File: config.mk
export PLATFORM = sky130hd
export DESIGN_NAME = lcc_ram
export DESIGN_NICKNAME = d
export VERILOG_FILES = /design/src/rtl/lcc_ram.sv
export SDC_FILE = /design/constraint.sdc
export NUM_CORES = 1
export LEC_CHECK = 0
export ABC_CLOCK_PERIOD_IN_PS = 2100
export BUFFER_PORTS_ARGS = -buffer_cell sky130_fd_sc_hd__buf_2
export CORE_MARGIN = 2
export CORE_UTILIZATION = 60
export CTS_CLUSTER_DIAMETER = 60
export DETAILED_ROUTE_END_ITERATION = 10
export PLACE_DENSITY_LB_ADDON = 0.1
export RECOVER_POWER = 100
export SETUP_SLACK_MARGIN = 0.4
export SLEW_MARGIN = 20
export SYNTH_ARGS = -nofsm -noshare
export SYNTH_HDL_FRONTEND = slang
export SYNTH_SLANG_ARGS = --single-unit
File: constraint.sdc
create_clock -name clk_i -period 2.1 [get_ports clk_i]
set_clock_uncertainty 0.05 [all_clocks]
set_input_delay 0.21 -clock clk_i [delete_from_list [all_inputs] [get_ports clk_i]]
set_output_delay 0.21 -clock clk_i [all_outputs]
set_load 0.02 [all_outputs]
File: src/rtl/lcc_ram.sv
// Generic single write port, single read port RAM with registered read data.
// No dependencies.
module lcc_ram #(
  parameter int WIDTH = 8,
  parameter int DEPTH = 16
) (
  input  logic                     clk_i,
  input  logic                     we_i,
  input  logic [$clog2(DEPTH)-1:0] waddr_i,
  input  logic [WIDTH-1:0]         wdata_i,
  input  logic [$clog2(DEPTH)-1:0] raddr_i,
  output logic [WIDTH-1:0]         rdata_o
);

  logic [WIDTH-1:0] mem_q [DEPTH];
  logic [WIDTH-1:0] rdata_q;

  always_ff @(posedge clk_i) begin
    if (we_i) begin
      mem_q[waddr_i] <= wdata_i;
    end
    rdata_q <= mem_q[raddr_i];
  end

  assign rdata_o = rdata_q;

endmodule

---- Yosys cells after proc, flatten, opt, wreduce, memory -nomap -nowiden ----
Memories as Yosys holds them, arrays and structs flattened. A register that Yosys moved wholly into a read port is not among the register bits.
Cells that the tools add are included.
storage, ports and cells
  memories ................................ 1
  bits in registers ....................... 0
  latch bits .............................. 0
  output and inout port bits .............. 8
  bits in read-only memories .............. 0
  RAM bits ................................ 128
memory list
  memory  words  bits a word  read ports  clocked after Yosys merged registers in  wr ports  RTL line  text
  mem_q   16     8            1           1                                        1         15        logic [WIDTH-1:0] mem_q [DEPTH];
cells by class
  multiply operators ...................... 0
  div/mod/pow operators ................... 0
  muxes and demuxes ....................... 2
  shift-type cells ........................ 0
  order comparisons ....................... 0
  reduce and logical (&&, ||, !) cells .... 0
  add/sub/neg operators ................... 0
  equal/unequal tests ..................... 0
  bitwise operators ....................... 0
operator list
  kind              number
  2-to-1 mux 1 bit  2

---- Depth between registers and ports, before layout ----
Gate-level depths: netlist of run 1.
  depth in word-level cells ............... 2
  depth in mapped cells ................... 5
  mapped depth without buffers ............ 3

---- Least setup slack after synthesis of run 1 ----
No wires, ideal clock.
  path type ............................... input to register
  start ................................... input waddr_i[2]
  end ..................................... memory mem_q[0][0], enable pin
  setup slack ............................. 347 ps
  library setup time ...................... 383 ps
  path buffers ............................ 0
  data required time ...................... 1667 ps
  arrival time ............................ 1320 ps
  cell stages on the path ................. 2
  path through ............................ or3b_2 > nor3_1
RTL lines
  what             RTL line  text
  start, declared  9         input logic [$clog2(DEPTH)-1:0] waddr_i,
  end, declared    15
No word-level cell before the write port.

==> metrics.csv, run 1 <==
stage;metric;value;unit
critical_path;Critical R2R Capture;rdata_o[6];
critical_path;crit-path cells;mux4_2, a22oi_1, nand2_1;
routing;routed len/inst;23.4;um
placement;RD Place Congestion;0.764;
synthesis;Synth Register Bits;136;
critical_path;CP peak stage delay;470;ps
synthesis;Distinct cells, synth;19;
placement;Port Buffers;25;
final_layout;Diodes inserted;0;
final_layout;fin nets;303;
routing;Routed WL;9.41;mm
pwr;Power per Cell Area;1020;nW/um2
critical_path;Largest delay share family, worst path;multiplexers;
critical_path;r2r setup slk;680;ps
critical_path;worst r2r src;mem_q[1][6];
critical_path;WS Path Type;flip-flop to flip-flop;
routing;drc violations;0;
sta;FMAX;0.703;GHz
placement;placed cell areas;5510;um2
routing;vias;2456;
sta;post-layout min period;1420;ps
cts;H-Tree Depth;4;
placement;DP HPWL;5.87;mm
critical_path;Critical Path End;rdata_o[6];
cts;CTS tree;done;
pwr;Static Leak;1.96;nW
routing;Initial DRT Pass Iterations;4;
die;Placeable Area;8260;um2
cts;Post-CTS Setup Inserts;0;
die;die area;9340;um2
sta;period utilisation layout;67.7;%
cts;Hold Buf Count CTS;1;
cts;clock sinks;136;
status;status;complete, no violations;
global_route;first-pass GRT wire length;14.5;mm
sta;final-report hold violation count;0;
critical_path;Reg2Reg Depth;3;
routing;via/cell ratio;6.09;
final_layout;layout cell share with drive strength beyond 1;19.8;%
final_layout;final design utilization;72.6;%
synthesis;mapped cell area;5150;um2
global_route;vias in the first global route;2575;
cts;clk_lat worst skew;510;ps
synthesis;Seq/Total Area, Yosys;77.8;%
critical_path;CP Max Fanout;1;
sta;Worst-Margin Slew;695;ps
global_route;largest net degree at the start of global routing;33;
critical_path;Worst EP required;2440;ps
cts;Worst-path clk slew;60;ps
die;Die X;96.6;um
sta;unrepaired setup endpoints after global routing;no;
run;number of max-cap violations;0;
synthesis;Post-Synthesis Cells;229;
synthesis;leading area contributor after synthesis;edfxtp_1;
cts;post-CTS sizing;0;
synthesis;synth top area cells;edfxtp_1 75%, mux4_2 7.9%, mux4_1 7.1%, dfxtp_1 3.1%, a22oi_1 2.3%;
sta;final setup fails;0;
final_layout;post-route cell area;5990;um2
critical_path;crit end category;flip-flop;
critical_path;WP data arrival;1760;ps
routing;Final ANT Viol Nets;0;
sta;Rel. slew slack;53.6;%
synthesis;top cell type's share of synthesized area;74.7;%
die;Initial Util;62.3;%
sta;max-slew violation count;0;
final_layout;commonest cells after routing, fill and taps aside;128 x edfxtp_1, 38 x clkbuf_1, 18 x mux4_2;
critical_path;CP bufs+invs;0;
pwr;Pint;4.85;mW
pwr;Psw;1.27;mW
pwr;Worst VDD drop;0.694;mV
pwr;Combinational Power Share;4.7;%
critical_path;CP startpoint;mem_q[1][6];
global_route;antenna violations before repair;0;
pwr;clock power share;45.4;%
critical_path;CP startpoint kind;flip-flop;
routing;1st-iter DRT viols;171;
global_route;GRT Total Usage;21.7;%
cts;CTS Root Buffer Type;clkbuf_8;
die;row count;33;
final_layout;most common cell after layout, fill and taps aside;edfxtp_1;
synthesis;Yosys warnings;0;
pwr;sequential power share;49.9;%
die;Ports;26;
final_layout;area grow syn2layout;16.5;%
sta;setup_tns;0;ps
hold_path;type of the worst min-delay path;input pin to flip-flop;
cts;Max clock buf depth;2;
final_layout;Non-Filler Instances;403;
critical_path;CP max stage cell;mux4_2;
global_route;total grt overflow;0;
synthesis;Synthesized Nets;247;
placement;placed cell count;370;
pwr;sw frac;20.7;%
critical_path;cell depth of the worst setup path;3;
synthesis;Mean Syn Cell Area;22.5;um2
cts;number of CTS-inserted buffers;17;
die;Die Ht;96.6;um
sta;hold slack;180;ps
power by group through the flow:
stage          logic [mW]  clock network (mW)  registers (mW)
6_report            0.286                2.78            3.05
2_1_floorplan       0.154                   0            3.13
4_1_cts             0.303                2.83            3.05
3_5_place_dp        0.301                   0            3.11
3_3_place_gp        0.294                   0            3.11
5_1_grt             0.310                2.96            3.06
logic make-up (layout without fill, tap and decap cells):
logic type / count (synthesis) / after routing / share of synthesized area, %
AND/OR/NAND/NOR: 35 / 35 / 3.18
multiplexers: 32 / 32 / 15.0
flip-flops: 136 / 136 / 77.8
buffers and inverters: 10 / 79 / 1.68
AO/OA/AOI/OAI: 16 / 16 / 2.33
how the worst min path moves through the flow:
stage	from	to	slack, ps	cells after the start
2_1_floorplan	wdata_i[0]	mem_q[0][0]	260	0
3_3_place_gp	wdata_i[5]	mem_q[4][5]	540	1
3_5_place_dp	wdata_i[5]	mem_q[5][5]	540	1
4_1_cts	wdata_i[1]	mem_q[14][1]	20	1
5_1_grt	wdata_i[7]	mem_q[3][7]	190	1
6_report	wdata_i[7]	mem_q[7][7]	180	1
final cells by class:
cell class | count | area, um2
sequential | 136 | 4000
fill | 520 | 2260
multi-input combinational | 83 | 1060
clock buffer | 19 | 422
timing repair buffer | 47 | 233
clock inverter | 13 | 148
tap | 105 | 131
sequential cells by signal, indices dropped and copies added (netlist names):
signal and cells:
mem_q 128, rdata_o 8
per-stage QoR:
stage / power (mW) / setup WS, ps
3_5_place_dp: 3.41 / 290
2_1_floorplan: 3.28 / 574
5_1_grt: 6.33 / 610
6_report: 6.12 / 677
4_1_cts: 6.18 / 665
3_3_place_gp: 3.40 / 314
layer usage:
metal | GRT usage, % | vias to the layer above | wire, um
met3 | 6.72 | 9 | 550
met5 | 0 | - | 0
met4 | 7.15 | 0 | 106
li1 | - | 1091 | -
met1 | 28.7 | 1277 | 3830
met2 | 35.0 | 79 | 4930
worst reg2reg max path, delay by kind of cell (launching register included):
kind / cells / cell delay [ps]
AND/OR/NAND/NOR: 1 / 110
multiplexers: 1 / 470
flip-flops: 1 / 380
AO/OA/AOI/OAI: 1 / 300
cell usage after synthesis (all sizes together):
cell type and instances:
or3b 1, and2 1, nand3b 2, and2b 1, nand2b 2, a22oi 16
buf 7, edfxtp 128, nor2 13, clkdlybuf4s25 3, dfxtp 8, nand3 1
nor2b 1, mux4 32, nand2 9, nor3 4
No activity file was read; power rests on OpenSTA's default activity.
==> inputs of run 2 (changes only) <==
Settings changed: ABC_CLOCK_PERIOD_IN_PS 2100 to 1300, CORE_UTILIZATION 60 to 54.
Clock period 2.1 ns to 1.3 ns, I/O delays scaled along.
==> run 2 against run 1 <==
  * The flow now finishes with violations (setup timing)
  * Die area increased by 11%
  * Routed wire length rose by 8.1%
  * Hold slack got worse by 10 ps
  * Critical path depth unchanged
  * Design area rose by 4.9%
  * Global-route usage rose by 0.13 points
  * First-iteration DRC count up 15%
  * Clock power rose by 56%
==> metrics.csv, run 2 (synthesis gave the netlist of run 1 again) <==
stage;metric;value;unit;change
final_layout;Reg area;4010;um2;was 4000 um2
routing;Routed WL;10.2;mm;was 9.41 mm
final_layout;layout cell share with drive strength beyond 1;32.9;%;was 19.8%
global_route;antenna violations before repair;0;;unchanged
placement;RD Place Congestion;0.767;;was 0.764
sta;unrepaired setup endpoints after global routing;yes;;was no
cts;clk_lat worst skew;510;ps;about the same
sta;period utilisation layout;104;%;was 67.7%
die;die area;10300;um2;was 9340 um2
critical_path;crit end category;flip-flop;;unchanged
final_layout;Multi-input gate area;1050;um2;was 1060 um2
final_layout;Diodes inserted;0;;unchanged
critical_path;Reg2Reg Depth;3;;unchanged
sta;post-layout min period;1350;ps;was 1420 ps
sta;Rel. slew slack;35.4;%;was 53.6%
sta;max-slew violation count;0;;unchanged
critical_path;r2r setup slk;-50;ps;was 680 ps
pwr;Pint;7.74;mW;was 4.85 mW
cts;Worst-path clk slew;60;ps;about the same
pwr;clock power share;43.9;%;was 45.4%
hold_path;hold path depth;4;;was 1
final_layout;area grow syn2layout;22.1;%;was 16.5%
sta;Worst-Margin Slew;966;ps;was 695 ps
routing;met2 WL;5.14;mm;was 4.93 mm
routing;Final ANT Viol Nets;0;;unchanged
cts;Post-CTS Setup Inserts;0;;unchanged
sta;FMAX;0.740;GHz;was 0.703 GHz
critical_path;WP data arrival;1690;ps;was 1760 ps
hold_path;type of the worst min-delay path;input pin to flip-flop;;unchanged
cts;clock sinks;136;;unchanged
sta;hold slack;169;ps;was 180 ps
cts;H-Tree Depth;4;;unchanged
routing;highest metal used;met4;;unchanged
routing;routed len/inst;22.7;um;was 23.4 um
critical_path;Worst EP required;1640;ps;was 2440 ps
global_route;GRT Total Usage;21.8;%;was 21.7%
global_route;total grt overflow;0;;unchanged
routing;via/cell ratio;5.58;;was 6.09
final_layout;commonest cells after routing, fill and taps aside;128 x edfxtp_1, 32 x mux4_2, 27 x clkbuf_1;;was 128 x edfxtp_1, 38 x clkbuf_1, 18 x mux4_2
global_route;vias in the first global route;2669;;was 2575
final_layout;post-route cell area;6290;um2;was 5990 um2
final_layout;most common cell after layout, fill and taps aside;edfxtp_1;;unchanged
final_layout;max FFs per register;128;;unchanged
final_layout;Fillers;624;;was 520
final_layout;fin nets;324;;was 303
routing;Met3 Wirelength;747;um;was 550 um
status;status;finished with violations;;was complete, no violations
placement;Port Buffers;25;;unchanged
global_route;first-pass GRT wire length;15.4;mm;was 14.5 mm
cts;CTS Root Buffer Type;clkbuf_8;;unchanged
routing;vias;2502;;was 2456
run;number of max-cap violations;0;;unchanged
placement;placed cell areas;5890;um2;was 5510 um2
sta;final-report hold violation count;0;;unchanged
cts;Max clock buf depth;2;;unchanged
critical_path;WS Path Type;flip-flop to flip-flop;;unchanged
routing;drc violations;0;;unchanged
die;Initial Util;55.7;%;was 62.3%
pwr;Power per Cell Area;1570;nW/um2;was 1020 nW/um2
routing;wire length on met1;4.15;mm;was 3.83 mm
sta;final worst setup slack;-51.0;ps;was 677 ps
cts;CTS tree;done;;unchanged
critical_path;CP Max Fanout;1;;unchanged
cts;number of CTS-inserted buffers;17;;unchanged
routing;1st-iter DRT viols;196;;was 171
pwr;sequential power share;50.1;%;was 49.9%
pwr;Static Leak;2.10;nW;was 1.96 nW
sta;final setup fails;6;;was 0
die;Ports;26;;unchanged
die;row count;35;;was 33
pwr;Worst VDD drop;0.872;mV;was 0.694 mV
pwr;Tot Pwr;9.88;mW;was 6.12 mW
status;failing checks;setup timing;;
die;Die Ht;102;um;was 96.6 um
placement;DP HPWL;6.53;mm;was 5.87 mm
die;Placeable Area;9240;um2;was 8260 um2
global_route;largest net degree at the start of global routing;23;;was 33
pwr;sw frac;21.6;%;was 20.7%
routing;Initial DRT Pass Iterations;4;;unchanged
pwr;Combinational Power Share;6.1;%;was 4.7%
final_layout;most flop-heavy register;mem_q;;unchanged
die;Die X;102;um;was 96.6 um
pwr;Psw;2.14;mW;was 1.27 mW
critical_path;CP startpoint kind;flip-flop;;unchanged
-- run 2: cell types whose count changed in the layout (fill, tap and decap cells not counted), sizes merged --
cell,previous run,this run
buf,10,29
bufinv,2,1
clkbuf,55,47
clkinvlp,4,5
dlygate4sd3,1,8
dlymetal6s2s,0,3
-- run 2: cell type report --
type,count,area share (%)
sequential,136,63.7
multi-input combinational,83,16.8
timing repair buffer,68,8.26
clock buffer,19,6.71
tap,129,2.57
clock inverter,13,1.97
-- run 2: critical path, stage by stage (launching register included) --
cell      delay (ps)
edfxtp_1         380
mux4_2           490
a22oi_2          220
nand2_1           90
-- run 2: through the flow --
stage                     worst slack [ps]  setup TNS, ps  util, %  instances
after floorplan                       17.0              0        -        229
after global placement                -332          -4870     63.7        408
after detailed placement              -371          -5550     63.7        408
after CTS                            -62.9           -304     71.3        448
after global routing                 -76.4          -1630     68.0        448
final                                -51.0           -125     68.0        448
-- run 2: final timing paths --
path | from | end
worst max-delay path | mem_q[11][4] | rdata_o[4]
worst min-delay path | raddr_i[3] | rdata_o[7]
worst max register to register | mem_q[11][4] | rdata_o[4]
worst min register to register | mem_q[13][0] | rdata_o[0]
-- run 2: timing repair --
item / in CTS / in global routing
pin swaps: 2 / 2
endpoints found under the setup margin: 16 / 21
resized for setup: 27 / 5
hold buffers: 8 / 0
hold endpoints to repair: 128 / 0
-- run 2: per-layer routing --
metal | global-route usage (%) | up-vias
met5 | 0 | -
met4 | 7.59 | 0
met3 | 7.38 | 11
met2 | 33.6 | 103
met1 | 29.6 | 1272
li1 | - | 1116
-- run 2: power by group through the flow --
stage	Sequential (mW)	Clock (mW)	Combinational, mW
6_report	4.94	4.33	0.600
5_1_grt	4.95	4.60	0.650
4_1_cts	4.95	4.40	0.667
3_5_place_dp	5.03	0	0.603
3_3_place_gp	5.02	0	0.592
2_1_floorplan	5.05	0	0.296
